### config.mk
export PLATFORM = sky130hd
export DESIGN_NAME = int128_to_float_convert
export DESIGN_NICKNAME = d
export VERILOG_FILES = /design/src/design/i2f_pkg.sv /design/src/design/i2f_front.sv /design/src/design/i2f_queue.sv /design/src/design/i2f_back.sv /design/src/design/int128_to_float_convert.sv
export SDC_FILE = /design/constraint.sdc
export NUM_CORES = 2
export LEC_CHECK = 0
export BUFFER_PORTS_ARGS = -buffer_cell sky130_fd_sc_hd__buf_2
export CAP_MARGIN = 20
export CORE_MARGIN = 5
export CORE_UTILIZATION = 40
export CTS_CLUSTER_DIAMETER = 100
export DETAILED_ROUTE_END_ITERATION = 8
export HOLD_SLACK_MARGIN = 0.1
export PLACE_DENSITY_LB_ADDON = 0.3
export SYNTH_ARGS = -nofsm -noshare
export SYNTH_HDL_FRONTEND = slang
export SYNTH_SLANG_ARGS = --single-unit
### constraint.sdc
create_clock -name clock -period 11.1 [get_ports clock]
set_input_delay 1.11 -clock clock [delete_from_list [all_inputs] [get_ports clock]]
set_output_delay 1.11 -clock clock [all_outputs]
set_load 0.02 [all_outputs]
### src/design/i2f_pkg.sv
`timescale 1ns / 1ps
`default_nettype none
// ----------------------------------------------------------------------------
// i2f_pkg
// Shared types and constants for the integer to float converter.
// ----------------------------------------------------------------------------
package i2f_pkg;

   localparam int INT_WIDTH_DEFAULT = 128;
   localparam int CNT_W = 8;   // holds 0..128
   localparam int QUEUE_DEPTH = 2;

   typedef enum logic [1:0] {
      FMT_SINGLE   = 2'd0,
      FMT_DOUBLE   = 2'd1,
      FMT_EXTENDED = 2'd2,
      FMT_QUAD     = 2'd3
   } fmt_type;

   // front to back: normalized magnitude and classification
   typedef struct packed {
      logic [127:0]      mant;   // leading one at bit 127 (unless zero)
      logic [CNT_W-1:0]  nbits;  // significant bits, 0 means zero input
      logic              neg;
      fmt_type           fmt;
   } norm_type;

   function automatic logic [6:0] fmt_digits(input fmt_type f);
      case (f)
         FMT_SINGLE:   fmt_digits = 7'd24;
         FMT_DOUBLE:   fmt_digits = 7'd53;
         FMT_EXTENDED: fmt_digits = 7'd64;
         default:      fmt_digits = 7'd113;
      endcase
   endfunction

   function automatic logic [14:0] fmt_bias(input fmt_type f);
      case (f)
         FMT_SINGLE:   fmt_bias = 15'd127;
         FMT_DOUBLE:   fmt_bias = 15'd1023;
         default:      fmt_bias = 15'd16383;
      endcase
   endfunction

endpackage
`default_nettype wire

### src/design/i2f_front.sv
`timescale 1ns / 1ps
`default_nettype none
// ----------------------------------------------------------------------------
// i2f_front
// Takes the magnitude and normalizes it; registers the result.
// ----------------------------------------------------------------------------
module i2f_front #(
   parameter int INT_WIDTH = i2f_pkg::INT_WIDTH_DEFAULT
) (
   input  wire logic              clock,
   input  wire logic              reset,
   input  wire logic              in_valid,
   output logic                   in_ready,
   input  wire logic [127:0]      in_value,
   input  wire logic              in_signed,
   input  wire i2f_pkg::fmt_type  in_fmt,
   output logic                   out_valid,
   input  wire logic              out_ready,
   output i2f_pkg::norm_type      out_data
);

   logic [INT_WIDTH-1:0] raw;
   logic [INT_WIDTH-1:0] mag;
   logic [127:0]         mag_ext;
   logic [127:0]         shifted;
   logic [6:0]           lz;
   logic                 found;
   logic                 neg;
   logic                 valid_ff, valid_in;
   i2f_pkg::norm_type    data_ff, data_in;

   assign raw = in_value[INT_WIDTH-1:0];
   assign neg = in_signed & raw[INT_WIDTH-1];
   assign mag = neg ? (~raw + 1'b1) : raw;
   assign mag_ext = 128'(mag);

   // leading zero count: priority search over 128 independent bits
   always_comb begin
      lz = 7'd0;
      found = 1'b0;
      for (int i = 127; i >= 0; i--) begin
         if (!found && mag_ext[i]) begin
            found = 1'b1;
            lz = 7'(127 - i);
         end
      end
   end

   assign shifted = mag_ext << lz;
   assign in_ready = !valid_ff || out_ready;

   always_comb begin
      valid_in = valid_ff;
      data_in = data_ff;
      if (in_ready) begin
         valid_in = in_valid;
         data_in.mant = shifted;
         data_in.nbits = found ? (8'd128 - {1'b0, lz}) : 8'd0;
         data_in.neg = neg;
         data_in.fmt = in_fmt;
      end
   end

   always_ff @(posedge clock) begin
      if (reset) begin
         valid_ff <= 1'b0;
      end else begin
         valid_ff <= valid_in;
      end
      data_ff <= data_in;
   end

   assign out_valid = valid_ff;
   assign out_data = data_ff;

endmodule
`default_nettype wire

### src/design/i2f_queue.sv
`timescale 1ns / 1ps
`default_nettype none
// ----------------------------------------------------------------------------
// i2f_queue
// Small register queue between the front and back stages.
// ----------------------------------------------------------------------------
module i2f_queue (
   input  wire logic               clock,
   input  wire logic               reset,
   input  wire logic               in_valid,
   output logic                    in_ready,
   input  wire i2f_pkg::norm_type  in_data,
   output logic                    out_valid,
   input  wire logic               out_ready,
   output i2f_pkg::norm_type       out_data
);

   localparam int D = i2f_pkg::QUEUE_DEPTH;
   localparam int PW = $clog2(D);

   i2f_pkg::norm_type mem_ff [D];
   logic [PW-1:0] wptr_ff, rptr_ff;
   logic [PW:0]   count_ff;
   logic          wr, rd;

   assign in_ready = count_ff != (PW+1)'(D);
   assign out_valid = count_ff != '0;
   assign wr = in_valid && in_ready;
   assign rd = out_valid && out_ready;
   assign out_data = mem_ff[rptr_ff];

   always_ff @(posedge clock) begin
      if (reset) begin
         wptr_ff <= '0;
         rptr_ff <= '0;
         count_ff <= '0;
      end else begin
         if (wr) wptr_ff <= (wptr_ff == PW'(D-1)) ? '0 : wptr_ff + 1'b1;
         if (rd) rptr_ff <= (rptr_ff == PW'(D-1)) ? '0 : rptr_ff + 1'b1;
         count_ff <= count_ff + (PW+1)'(wr) - (PW+1)'(rd);
      end
      if (wr) mem_ff[wptr_ff] <= in_data;
   end

endmodule
`default_nettype wire

### src/design/i2f_back.sv
`timescale 1ns / 1ps
`default_nettype none
// ----------------------------------------------------------------------------
// i2f_back
// Rounds to nearest even, adjusts the exponent and packs the format.
// ----------------------------------------------------------------------------
module i2f_back (
   input  wire logic               clock,
   input  wire logic               reset,
   input  wire logic               in_valid,
   output logic                    in_ready,
   input  wire i2f_pkg::norm_type  in_data,
   output logic                    out_valid,
   input  wire logic               out_ready,
   output logic [63:0]             out_low,
   output logic [63:0]             out_high
);

   logic [127:0] m;
   logic [6:0]   md;
   logic [112:0] sig, sig_r;
   logic [113:0] sum;
   logic         rnd, sticky, lsb, carry;
   logic [14:0]  ex;
   logic [63:0]  low_in, high_in;
   logic [63:0]  low_ff, high_ff;
   logic         valid_ff;

   assign m = in_data.mant;
   assign md = i2f_pkg::fmt_digits(in_data.fmt);

   // significand is left aligned: keep top md bits, round on the rest
   always_comb begin
      sig = m[127:15] >> (7'd113 - md);
      rnd = m[7'd127 - md];
      sticky = (m << (md + 8'd1)) != '0;
      lsb = sig[0];
      sum = {1'b0, sig} + {113'd0, (rnd && (sticky || lsb))};
      carry = sum[md];
      sig_r = carry ? sum[113:1] : sum[112:0];
      ex = 15'(in_data.nbits - 8'd1) + {14'd0, carry} + i2f_pkg::fmt_bias(in_data.fmt);
      low_in = '0;
      high_in = '0;
      if (in_data.nbits != '0) begin
         case (in_data.fmt)
            i2f_pkg::FMT_SINGLE: begin
               low_in = {32'd0, in_data.neg, ex[7:0], sig_r[22:0]};
            end
            i2f_pkg::FMT_DOUBLE: begin
               low_in = {in_data.neg, ex[10:0], sig_r[51:0]};
            end
            i2f_pkg::FMT_EXTENDED: begin
               low_in = sig_r[63:0];
               high_in = {48'd0, in_data.neg, ex};
            end
            default: begin
               low_in = sig_r[63:0];
               high_in = {in_data.neg, ex, sig_r[111:64]};
            end
         endcase
      end
   end

   assign in_ready = !valid_ff || out_ready;

   always_ff @(posedge clock) begin
      if (reset) begin
         valid_ff <= 1'b0;
      end else if (in_ready) begin
         valid_ff <= in_valid;
      end
      if (in_ready) begin
         low_ff <= low_in;
         high_ff <= high_in;
      end
   end

   assign out_valid = valid_ff;
   assign out_low = low_ff;
   assign out_high = high_ff;

endmodule
`default_nettype wire

### src/design/int128_to_float_convert.sv
`timescale 1ns / 1ps
`default_nettype none
// ----------------------------------------------------------------------------
// int128_to_float_convert
// Integer to IEEE-754 float conversion, round to nearest even.
// ----------------------------------------------------------------------------
//  channel  | handshake     | words
//  req      | push / full   | value_low, value_high, signed_input, operation
//  rsp      | pop / empty   | result_low, result_high
//
// One word per cycle sustained while rsp_pop stays high. A word taken on the
// req side passes the front register, the queue and the result register.
// The front normalizes (negate, leading zero count, shift), the back rounds
// and packs. A stalled rsp side fills the result register, the queue and the
// front register, then full rises. Reset is synchronous and empties all stages.
// ----------------------------------------------------------------------------
module int128_to_float_convert #(
   parameter int INT_WIDTH = i2f_pkg::INT_WIDTH_DEFAULT
) (
   input  wire logic        clock,
   input  wire logic        reset,
   input  wire logic        req_push,
   output logic             req_full,
   input  wire logic [63:0] req_value_low,
   input  wire logic [63:0] req_value_high,
   input  wire logic        req_signed_input,
   input  wire logic [1:0]  req_operation,
   output logic             rsp_empty,
   input  wire logic        rsp_pop,
   output logic [63:0]      rsp_result_low,
   output logic [63:0]      rsp_result_high
);

   logic              f_ready, f_valid, q_ready, q_valid, b_ready, b_valid;
   i2f_pkg::norm_type f_data, q_data;

   i2f_front #(.INT_WIDTH(INT_WIDTH)) u_front (
      .clock, .reset,
      .in_valid(req_push), .in_ready(f_ready),
      .in_value({req_value_high, req_value_low}),
      .in_signed(req_signed_input),
      .in_fmt(i2f_pkg::fmt_type'(req_operation)),
      .out_valid(f_valid), .out_ready(q_ready), .out_data(f_data)
   );

   i2f_queue u_queue (
      .clock, .reset,
      .in_valid(f_valid), .in_ready(q_ready), .in_data(f_data),
      .out_valid(q_valid), .out_ready(b_ready), .out_data(q_data)
   );

   i2f_back u_back (
      .clock, .reset,
      .in_valid(q_valid), .in_ready(b_ready), .in_data(q_data),
      .out_valid(b_valid), .out_ready(rsp_pop),
      .out_low(rsp_result_low), .out_high(rsp_result_high)
   );

   assign req_full = !f_ready;
   assign rsp_empty = !b_valid;

endmodule
`default_nettype wire

==> impl_summary.md <==
Power
The maximum ir drop on the vdd rail is 245 uV. For this design the static power due to leakage is 0.0232 uW. For this design the ratio of total power to cell area is 239 nW/um^2. The part of the total power dissipated in sequential elements is 21.9%. The analysis attributes to net switching a power of 8020 uW. The part of the total power dissipated in the clock network is 14.2%. Net switching is 52.0% of the power.

The combinational share of power is 63.9%. The internal portion of total power is 7410 uW.

Setup path
The highest fanout seen on the critical path is 29. The critical path launch point type is an input pin. The number of cell instances on the worst register-to-register path is 31. The category of the most critical setup path is input pin to flop.

The worst path arrival time is 10.73 ns. STA classifies the critical path endpoint as a flop. The signal on the critical path passes through buf_2, inv_1, ha_1, nor4b_2, buf_4, and3_1, nand3_1, or4_1, xnor2_1, a41oi_1, nor3_2, and4_1, nand4_1, o221ai_1, or3_2, nand2_1, nor2_1, a222oi_1, nand4_1, mux2i_1, a2111oi_0, buf_4, a21oi_1.

Data on the critical path is required at its endpoint by 11.47 ns. The critical path launch point is req_value_low[0]. The register-to-register setup slack is 1.31 ns. The critical register-to-register path endpoint is u_back.out_high[10]. The critical-path cell with the highest stage delay is sky130_fd_sc_hd__or3_2. In this design, the stage delay of the slowest critical-path cell is 0.85 ns.

Clocking
Counting the buffers created by CTS gives 61. For this design, the CTS-stage hold fixing added 0 buffers. TritonCTS built the clock tree. Clock tree synthesis selected as its root buffer the cell sky130_fd_sc_hd__clkbuf_16.

The maximum number of buffers from clock root to sink is 3. In this run the post-CTS setup repair buffer count came out at 0. For this design, the sink count on the clock tree is 552. In this run the number of H-tree levels came out at 2. After clock tree synthesis, the clock-pin slew on the worst setup and hold paths is 0.06 ns.

The post-cts sizing count is 0. The clock latency on the worst-skew pair is 0.71 ns.

Logic synthesis
Of the synthesized area, sequential elements account for 28.7%. In the post-synthesis netlist, the cell with the most instances is sky130_fd_sc_hd__nand2_1. The number of nets in the synthesized netlist is 6691. The flip-flop and latch count after synthesis is 552. Counting flops with an async set or reset pin after synthesis yields a share of 0%. The count of different cell masters after synthesis is 116. Counting flops with a built-in enable in the synthesized netlist gives 545.

Sorting the synthesized cells by how often they occur yields sky130_fd_sc_hd__nand2_1 (631), sky130_fd_sc_hd__nor2_1 (572), sky130_fd_sc_hd__edfxtp_1 (545). In the synthesized netlist, the number of instances is 6539. The top cell type by area accounts for 28.5% of the synthesized area. Each instance of the synthesized netlist takes up on average 8.78 sq um.

Yosys attributes the largest share of cell area to sky130_fd_sc_hd__edfxtp_1 (29%), sky130_fd_sc_hd__mux2i_1 (9.0%), sky130_fd_sc_hd__mux4_2 (8.6%). The total of warnings raised by yosys is 0. The biggest area contributor in the post-synthesis netlist is sky130_fd_sc_hd__edfxtp_1. The mapped cell area is 57400 sq um. The primary flip-flop cell chosen by synthesis mapping is sky130_fd_sc_hd__edfxtp_1.

Placed design
In this run the tool buffered the top-level ports with 264 buffer cells. The placed instances occupy a cell area of 62400 sq um. Routability-driven placement finished with a final weighted congestion of 1.12. Including well taps, the total number of placed cells is 8598.

The placed wire-length estimate is 279 mm.

STA
The hold violation count in the final report is 0. Setup violations remaining at the end of the flow were counted as 0. In the final timing run, aggregate negative setup slack is 0 ns. After layout, the minimum clock period comes to 10.36 ns. For the pin with the worst max-slew slack, the measured transition is 1.44 ns.

The final-report max-slew violation count is 0. Setup repair after global routing left no endpoint under its margin. Of the available clock period, the critical path in the final layout requires 93.4%. The worst max-slew margin expressed relative to the limit is 3.98%.

The worst clock skew is 0.0798 ns. Derived from the worst setup path, the maximum achievable clock frequency is 96.5 MHz.

Final layout
The finished cells cover 64700 sq um. For this run, the number of standard cells in the final layout without fillers is 8735. The number of nets in the finished design is 6920. Measured on the finished design, the core utilization comes to 45.2%.

The layout overhead on the synthesized area is 12.6%. The number of filler instances in the final layout is 14076. The fraction of layout instances using a drive strength above 1 is 19.1%.

Worst hold path
The startpoint identified for the worst hold timing path is u_front.out_data[136]. For hold timing, the worst endpoint is u_queue.mem_ff[1][136]. Counting instances, the worst hold path has a depth of 0. The path category of the worst min-delay check is flop to flop.

Global routing
Entering global routing, the biggest net connects 166 pins. The number of antenna violations at the first check in global routing was 26. Global routing finished with a remaining overflow of 0. The via count of the first global-routing pass is 58710.

Across every metal layer, demand over resource in global routing totals 44.4%. The first-pass GRT wire length is 481 mm.

Routing
In this run, the number of DRC markers left after iteration 0 of detailed routing was 10031. Once detail routing completed, the nets flagged for antenna violations numbered 0. For this block, wires on met1 add up to 132 mm. The total via count after detailed routing is 63606. For this run, design rule violations remaining after detail routing come to 0.

The via-per-instance ratio is 7.28. In the detailed route, the total length drawn on met3 is 44.2 mm. In the final routed layout, each cell accounts on average for 40.2 um.

Summed over all layers, the routed wires come to 351 mm. Detailed routing placed a total of 147 mm of wire on met2. The highest metal layer carrying signal wires in the routed design is met5. For this run, the detailed router's first-pass iteration total came to 8.

Die
The die covers 151000 sq um. The floorplan row count is 139. The floorplan step set the die height to 389 um. 265 I/O pins were placed. The core area is 143000 sq um.

The die span in x is 389 um. Once the floorplan was initialized, standard cells occupied 40.1% of the core.

Job
The max-capacitance violation count is 0.

Status
The run finished with clean final reports.
worst max-delay path by stage:
stage                                  to  slack [ns]  depth (start not counted)
global placement    u_front.out_data[137]        0.65                         25
CTS                 u_front.out_data[137]        1.28                         25
finish              u_front.out_data[137]        0.74                         23
detailed placement  u_front.out_data[137]        0.65                         25
floorplan             u_back.out_high[14]       0.003                         49
global route        u_front.out_data[137]        0.83                         23
through the flow:
stage,setup WS [ns],total power (uW),hold WS (ns)
finish,0.738,15400,0.440
global route,0.833,15700,0.445
CTS,1.28,14800,0.423
detailed placement,0.652,12600,0.431
global placement,0.649,12700,0.423
floorplan,0.00265,8770,0.421
registers in the layout, summed over array words and instances (netlist names), named ones only:
register / count
u_queue.mem_ff: 278
u_front.out_data: 139
u_back.out_high: 64
u_back.out_low: 64
u_queue.count_ff: 2
u_back.out_valid: 1
u_front.out_valid: 1
u_queue.rptr_ff: 1
u_queue.wptr_ff: 1
per-layer routing:
metal / track usage, % / up-vias
li1: - / 26083
met1: 56.2 / 31285
met2: 65.5 / 5038
met3: 15.0 / 1174
met4: 27.3 / 26
met5: 0.574 / -
layout by cell type (no fill, tap or decap), types with 97 or more instances in the layout:
master,count
sky130_fd_sc_hd__nor4_1,119
sky130_fd_sc_hd__edfxtp_1,545
sky130_fd_sc_hd__o21ai_0,428
sky130_fd_sc_hd__buf_2,267
sky130_fd_sc_hd__a31oi_1,97
sky130_fd_sc_hd__xnor2_1,169
sky130_fd_sc_hd__nand3_1,324
sky130_fd_sc_hd__mux2i_1,514
sky130_fd_sc_hd__nor2_1,565
sky130_fd_sc_hd__buf_4,384
sky130_fd_sc_hd__mux2_2,106
sky130_fd_sc_hd__nand2_1,629
sky130_fd_sc_hd__xor2_1,107
sky130_fd_sc_hd__a21oi_1,291
sky130_fd_sc_hd__o211ai_1,130
sky130_fd_sc_hd__nor3_1,267
sky130_fd_sc_hd__mux4_2,218
power by group through the flow:
stage	Clock, uW	Sequential, uW	Combinational, uW
floorplan	0	3460	5310
global placement	0	3380	9270
detailed placement	0	3400	9240
CTS	2200	3360	9270
global route	2290	3410	10000
finish	2190	3380	9860
cell type report:
class                           instances  area, sq um  area share [%]
Antenna cell                           12         30.0          0.0464
Clock inverter                         46          618           0.956
Sequential cell                       552        16500            25.5
Inverter                               69          274           0.424
Multi-Input combinational cell       5404        38600            59.7
Timing Repair Buffer                  680         4710            7.29
Clock buffer                           69         1560            2.41
Tap cell                             1903         2380            3.68
critical path, delay by kind of cell:
family | cells | cell delay (ns)
compound gates | 5 | 1.92
xor+xnor | 1 | 0.16
fa+ha+maj | 1 | 0.25
buf+inv | 4 | 0.92
mux | 1 | 0.37
simple gates | 11 | 5.94
kinds of logic after synthesis:
| group | after synthesis | synth area share (%) |
|---|---|---|
| AND/OR/NAND/NOR | 2535 | 22.1 |
| AO/OA/AOI/OAI | 1727 | 20.1 |
| adder cells (fa/ha/maj) | 17 | 0.370 |
| buffers and inverters | 583 | 4.53 |
| XOR/XNOR | 279 | 4.31 |
| multiplexers | 846 | 19.8 |
| flip-flops | 552 | 28.7 |
Note: power is estimated with default switching activity, not from simulation.
